===== src/rtl/meest_pkg.sv =====
// package for the mobile manipulator euler step block
// types, constants and polynomial helpers shared by the controller and datapath
package meest_pkg;

  localparam int NUM_JOINTS = 7;
  localparam int JOINT_SLOTS = 7;
  localparam int VEL_W = 16;
  localparam int ST_W = 32;
  localparam int TS_W = 16;
  localparam int CFG_IDX_W = 1;
  localparam int CFG_DATA_W = 16;

  localparam logic [CFG_IDX_W-1:0] REG_HOLONOMIC = 1'd0;
  localparam logic [CFG_IDX_W-1:0] REG_TIME_STEP = 1'd1;

  localparam logic signed [31:0] TURN_K = 32'sd683565276;
  localparam logic [30:0] ONE_Q30 = 31'd1073741824;
  localparam logic [31:0] SC1 = 32'd1686629713;
  localparam logic [31:0] SC3 = 32'd693598668;
  localparam logic [31:0] SC5 = 32'd85569306;
  localparam logic [31:0] SC7 = 32'd5026995;
  localparam logic [31:0] SC9 = 32'd172272;

  // sine/cosine polynomial steps
  localparam int POLY_STEPS = 4;
  localparam int STEP_W = 3;

  typedef struct packed {
    logic signed [VEL_W-1:0] base_vx;
    logic signed [VEL_W-1:0] base_vy;
    logic signed [VEL_W-1:0] yaw_rate;
    logic signed [JOINT_SLOTS-1:0][VEL_W-1:0] joint_rate;
  } cmd_t;

  typedef struct packed {
    logic signed [ST_W-1:0] pos_x;
    logic signed [ST_W-1:0] pos_y;
    logic signed [ST_W-1:0] heading_out;
    logic signed [JOINT_SLOTS-1:0][ST_W-1:0] joint_pos;
  } state_out_t;

  // controller to datapath
  typedef struct packed {
    logic load;      // capture command, start phase multiply
    logic phase;     // compute phase and quadrant arguments
    logic poly;      // one polynomial step
    logic first;     // first polynomial step
    logic finish;    // final quarter-wave product
    logic rotate;    // body to world rotation
    logic scale;     // multiply by time step
    logic commit;    // round, saturate, update state
  } dp_cmd_t;

  typedef enum logic [7:0] {
    S_IDLE   = 8'b0000_0001,
    S_PHASE  = 8'b0000_0010,
    S_POLY   = 8'b0000_0100,
    S_FINISH = 8'b0000_1000,
    S_ROT    = 8'b0001_0000,
    S_SCALE  = 8'b0010_0000,
    S_COMMIT = 8'b0100_0000,
    S_OUT    = 8'b1000_0000
  } state_t;

  // saturating add of a delta to a Q16.16 state value
  function automatic logic signed [ST_W-1:0] sat_add(input logic signed [ST_W-1:0] a,
                                                      input logic signed [63:0] d);
    logic signed [64:0] s;
    s = 65'(a) + 65'(d);
    if (s > 65'sd2147483647) return 32'sh7fffffff;
    else if (s < -65'sd2147483648) return 32'sh80000000;
    else return s[31:0];
  endfunction

endpackage


===== src/rtl/meest_ctrl.sv =====
// controller state machine of the euler step block
// depends on meest_pkg for state and command types
module meest_ctrl import meest_pkg::*; (
  input  logic    clk,
  input  logic    rst_n,
  input  logic    in_valid,
  output logic    in_ready,
  output logic    out_valid,
  input  logic    out_ready,
  output dp_cmd_t cmd
);

  state_t state_r, state_nxt;
  logic [STEP_W-1:0] step_r, step_nxt;
  logic out_valid_r, out_valid_nxt;

  // ready when idle; a waiting result only holds back the state update
  assign in_ready = (state_r == S_IDLE);
  assign out_valid = out_valid_r;

  // next state
  always_comb begin
    state_nxt = state_r;
    step_nxt = step_r;
    out_valid_nxt = out_valid_r && !out_ready;
    cmd = '0;
    unique case (state_r)
      S_IDLE: begin
        if (in_valid && in_ready) begin
          cmd.load = 1'b1;
          state_nxt = S_PHASE;
        end
      end
      S_PHASE: begin
        cmd.phase = 1'b1;
        step_nxt = '0;
        state_nxt = S_POLY;
      end
      S_POLY: begin
        cmd.poly = 1'b1;
        cmd.first = (step_r == '0);
        step_nxt = step_r + 1'b1;
        if (step_r == STEP_W'(POLY_STEPS - 1)) state_nxt = S_FINISH;
      end
      S_FINISH: begin
        cmd.finish = 1'b1;
        state_nxt = S_ROT;
      end
      S_ROT: begin
        cmd.rotate = 1'b1;
        state_nxt = S_SCALE;
      end
      S_SCALE: begin
        cmd.scale = 1'b1;
        state_nxt = S_COMMIT;
      end
      S_COMMIT: begin
        if (!out_valid_r || out_ready) begin
          cmd.commit = 1'b1;
          out_valid_nxt = 1'b1;
          state_nxt = S_IDLE;
        end
      end
      S_OUT: state_nxt = S_IDLE;
      default: state_nxt = S_IDLE;
    endcase
  end

  // state registers
  always_ff @(posedge clk) begin
    if (!rst_n) begin
      state_r <= S_IDLE;
      step_r <= '0;
      out_valid_r <= 1'b0;
    end else begin
      state_r <= state_nxt;
      step_r <= step_nxt;
      out_valid_r <= out_valid_nxt;
    end
  end

  // only one datapath command at a time
  a_cmd_onehot: assert property (@(posedge clk) disable iff (!rst_n)
    $onehot0({cmd.load, cmd.phase, cmd.poly, cmd.finish, cmd.rotate, cmd.scale, cmd.commit}))
    else $error("multiple datapath commands");
  // a commit always raises the result valid
  a_commit_valid: assert property (@(posedge clk) disable iff (!rst_n)
    cmd.commit |=> out_valid_r)
    else $error("commit without result");
  // a load is followed by the phase step
  a_load_phase: assert property (@(posedge clk) disable iff (!rst_n)
    cmd.load |=> cmd.phase)
    else $error("phase step missing");

endmodule


===== config.mk =====
export PLATFORM = sky130hd
export DESIGN_NAME = meest_ctrl
export DESIGN_NICKNAME = d
export VERILOG_FILES = /design/src/rtl/meest_pkg.sv /design/src/rtl/meest_ctrl.sv
export SDC_FILE = /design/constraint.sdc
export NUM_CORES = 1
export LEC_CHECK = 0
export BUFFER_PORTS_ARGS = -buffer_cell sky130_fd_sc_hd__buf_2
export CORE_MARGIN = 1
export CORE_UTILIZATION = 30
export DETAILED_ROUTE_END_ITERATION = 6
export GPL_TIMING_DRIVEN = 0
export PLACE_DENSITY_LB_ADDON = 0.2
export SETUP_SLACK_MARGIN = 0.5
export SLEW_MARGIN = 20
export SYNTH_ARGS = -nofsm -noshare
export SYNTH_HDL_FRONTEND = slang
export SYNTH_SLANG_ARGS = --single-unit

===== constraint.sdc =====
create_clock -name clk -period 2.41 [get_ports clk]
set_input_delay 0.482 -clock clk [delete_from_list [all_inputs] [get_ports clk]]
set_output_delay 0.482 -clock clk [all_outputs]
set_load 0.01 [all_outputs]

## Yosys cells after proc, flatten, opt, wreduce, memory -nomap -nowiden

Index checks and enable logic that the tools add are counted.

- Flip-flop bits (word level): 12
- Logic and storage cells: 39
- Input port bits: 4

- Add/subtract/negate cells: 1
- Reduce and logical (&&, ||, !) cells: 8
- Muxes and demuxes: 16
- Equality and inequality tests: 11

Operator list:

| operator | count |
|---|---|
| one-hot mux 8 bit (7 select lines) | 1 |
| 2-to-1 mux 8 bit | 3 |
| 2-to-1 mux 1 bit | 10 |
| == test 8 x 1 -> 1 bit, second input constant | 1 |
| == test 8 x 2 -> 1 bit, second input constant | 1 |
| == test 8 x 3 -> 1 bit, second input constant | 1 |
| == test 8 x 4 -> 1 bit, second input constant | 1 |
| == test 8 x 5 -> 1 bit, second input constant | 1 |
| == test 8 x 6 -> 1 bit, second input constant | 1 |
| == test 8 x 7 -> 1 bit, second input constant | 1 |
| one-hot mux 3 bit (2 select lines) | 1 |
| != test 2 bit, second input constant | 2 |
| adder 3 x 1 -> 3 bit, second input constant | 1 |
| == test 3 x 2 -> 1 bit, second input constant | 1 |
| zero test 3 bit | 1 |
| AND reduction 3 bit | 1 |
| logical AND 1 bit | 2 |
| zero test 1 bit | 2 |
| 2-to-1 mux 2 bit | 1 |
| != test 2 x 1 -> 1 bit, second input constant | 1 |
| nonzero test 2 bit | 1 |
| logical OR 1 bit | 1 |

## Depth between registers and ports, before layout

- Word-level depth: 4
- Depth in mapped cells: 5
- Gate-level depth less buffers: 5

## Worst setup path after synthesis

Ideal clock, no wire load.

- Path kind: reg2out
- Start: register state_r[1]
- End: output cmd[1] in the netlist's numbering
- Data required time: 1.928 ns
- Buffers on the path: 1
- Arrival time: 1.404 ns
- Stages on the path, launching flop included: 5
- Slack: 0.524 ns
- Cells stage by stage: dfxtp_1 > or3_4 > or3_4 > nor3b_4 > buf_4

RTL lines:

| item | RTL line | text |
|---|---|---|
| start, declared | meest_ctrl.sv:13 | `state_t state_r, state_nxt;` |
| start signal, assigned | meest_ctrl.sv:76 | `state_r <= state_nxt;` |
| end, declared | meest_ctrl.sv:10 | `output dp_cmd_t cmd` |

==> flow_summary.toml <==
[timing]
fin_ws_ns = 0.1294
fin_crit_ns = 2.281
fin_hold_ws_ns = 0.5001
final-max-slew-violation-count = 0
setup_tns_ns = 0
final_hold_viol_count = 0
tightest_slew_ns = 0.5260
rsz0062_at_grt = "true"
min_period_over_period_pct = 94.63
max_freq_mhz = 438.5
fin_worst_skew_ns = 0.002972
relSlewSlack_pct = 64.57
final-setup-viol-count = 0

[clocking]
cts_tree = "built"
clk_path_buf_depth = 2
clk_pin_slew_ns = 0.07
cts.sinks = 11
worstSkewPairLatency_ns = 0.28
htree_levels = 1
clockRootBuffer = "clkbuf_4"
postCtsHoldBufs = 0
cts_made_buffers = 3

[worst_setup_path]
worstPathMaxFanout = 5
worstPathRequired_ns = 1.93
reg2reg_from = "state_r[5]$_SDFFE_PN0P_"
timing.rr.end = "state_r[0]$_SDFFE_PN1P_"
start_kind = "flop"
critPathKind = "reg -> out"
crit_end = "cmd[1]"
r2r_cells = 5
crit_arrival_ns = 1.80
startpoint = "state_r[2]$_SDFFE_PN0P_"
end_kind = "output port"
r2r_slack_ns = 0.72

[finish]
synthToLayoutAreaGrowth_pct = 35.47
finalNonFillerCells = 135
final_core_util_pct = 42.99
final_cell_area_um2 = 950.9
antenna_cells = 0
layout.nets = 115
fillers = 241
drive_gt1_share_pct = 42.99

[placement]
place_congestion = 0.7056
dp_cells = 121
placed_area_um2 = 797.0
place_hpwl_um = 1114
io_buffers = 12
dp_slack_ns = 0.3513

[power_and_ir_drop]
max-vdd-ir-drop_v = 0.0002347
p_leak_nw = 0.4044
p_per_area_nw_per_um2 = 523.9
report.power.total_mw = 0.4982

[hold_path]
hold_depth = 1
hold_path.class = "reg -> reg"

[synthesis]
synth_area_leader_cell = "dfxtp_1"
ys_types = 39
avgSynthCellArea_um2 = 8.666
ys.flop_type = "dfxtp_1"
synth.yosys.warnings = 0
ys_top_cells_by_area = "dfxtp_1 (31%), ha_1 (5.3%), nand2b_1 (4.5%)"
ys_async_sr_fraction_pct = 0
synth_nets = 88
synth_area_um2 = 701.9
seq_area_frac_synth_pct = 31.37
netlist.area_leader.share_pct = 31.37
synth_edf_count = 0
synthCells = 81
synth-seq-cells = 11

[floorplanning]
core-area_um2 = 2212
die_w_um = 50.37
ios = 14
num_rows = 17
initial_utilization_pct = 31.73
die_area_um2 = 2537
die_height_um = 50.37

[run_status]
status = "complete, no violations"

[drt]
first_pass_iters = 4
postRouteAntennaNets = 0
wirelength_um = 1668
viasPerCell = 5.052
drc = 0
route.detailed.wl_per_inst_um = 12.36
drtIter0Drc = 19
vias = 682

[global_route]
globalRouteOverflowTotal = 0
grt_start_max_net_pins = 11
grt_pass1_wl_um = 2670
grt_use_met2_pct = 23.11
grtUsageTotal_pct = 14.52
grt_busiest_layer = "met2"
grt_util_met1_pct = 17.58
antenna_found_initial = 0
grt_pass1_vias = 636
grt_util_met3_pct = 2.727

[job]
maxCapViolCount = 0
critical path: stages, from the launching register on:
cell and delay [ns]:
dfxtp_2 0.35, or3_4 0.37, or3_4 0.37, nor3b_4 0.19, buf_4 0.12, buf_2 0.11
layout by cell type, fill, tap and decap left out, types with 2 or more instances in the layout:
master and count:
a32o_1 3, buf_2 13, buf_4 12, clkbuf_1 2, clkbuf_4 3, dfxtp_1 4
dfxtp_2 5, dfxtp_4 2, ha_1 3, inv_1 5, nand2_1 3, nand2b_1 5
nand3_1 2, nor2_1 4, nor2_4 2, nor2b_1 2, nor3_2 2, nor4_1 2
o21a_1 2, o21ai_0 3, o22ai_1 2, or3_4 2
worst min path at each step:
stage	from	endpoint	slack, ns
CTS	rst_n	state_r[6]$_SDFFE_PN0P_	0.50
detailed placement	step_r[2]$_SDFFE_PN0P_	step_r[2]$_SDFFE_PN0P_	0.49
floorplan	step_r[2]$_SDFFE_PN0P_	step_r[2]$_SDFFE_PN0P_	0.47
global route	rst_n	state_r[6]$_SDFFE_PN0P_	0.52
finish	step_r[2]$_SDFFE_PN0P_	step_r[2]$_SDFFE_PN0P_	0.50
global placement	step_r[2]$_SDFFE_PN0P_	step_r[2]$_SDFFE_PN0P_	0.48
flip-flops by register name (all words and copies together), names as in the netlist:
name / count
state_r: 7
step_r: 3
out_valid: 1
where the power goes:
part           internal, mW  total [mW]  leakage [nW]  switching [mW]
clock network        0.0643       0.134        0.0150          0.0699
logic                0.0820       0.161         0.297          0.0791
registers             0.191       0.203        0.0923          0.0119
total                 0.337       0.498         0.404           0.161
cells by family after synthesis:
kind of cell / synth area share, %
adder cells (fa/ha/maj): 5.348
buffers and inverters: 7.663
AND/OR/NAND/NOR: 34.58
XOR/XNOR: 1.248
flip-flops: 31.37
AO/OA/AOI/OAI: 19.79
timing repair:
action | in CTS | in global routing
setup buffers | 7 | 3
pin swaps | 5 | 5
gates resized for setup | 10 | 8
hold endpoints to repair | 0 | 0
setup endpoints to repair | 7 | 8
layout make-up:
cell class / count / area (µm²) / share of cell area, %
multi-input cells: 60 / 466.7 / 49.08
repair buffers: 22 / 135.1 / 14.21
well taps: 28 / 35.03 / 3.684
inverters: 5 / 18.77 / 1.974
clock buffers: 4 / 26.28 / 2.763
flip-flops and latches: 11 / 234.0 / 24.61
plain buffers: 5 / 35.03 / 3.684
Yosys cell counts (2+ instances only):
library cell  number
a32o_1             3
buf_4              2
dfxtp_1           11
ha_1               3
inv_1              5
nand2_1            3
nand2b_1           5
nand3_1            2
nor2_1             7
nor2b_1            2
nor3_1             3
nor4_1             2
nor4b_1            2
o21a_1             2
o21ai_0            3
o22ai_1            2
or3_4              2
metal layers:
layer / part of all wire [%] / up-vias
met1: 47 / 317
met4: 2.8 / 0
met3: 2.4 / 5
met5: 0 / -
li1: - / 348
met2: 47 / 12
No activity file was read; power rests on OpenSTA's default activity.
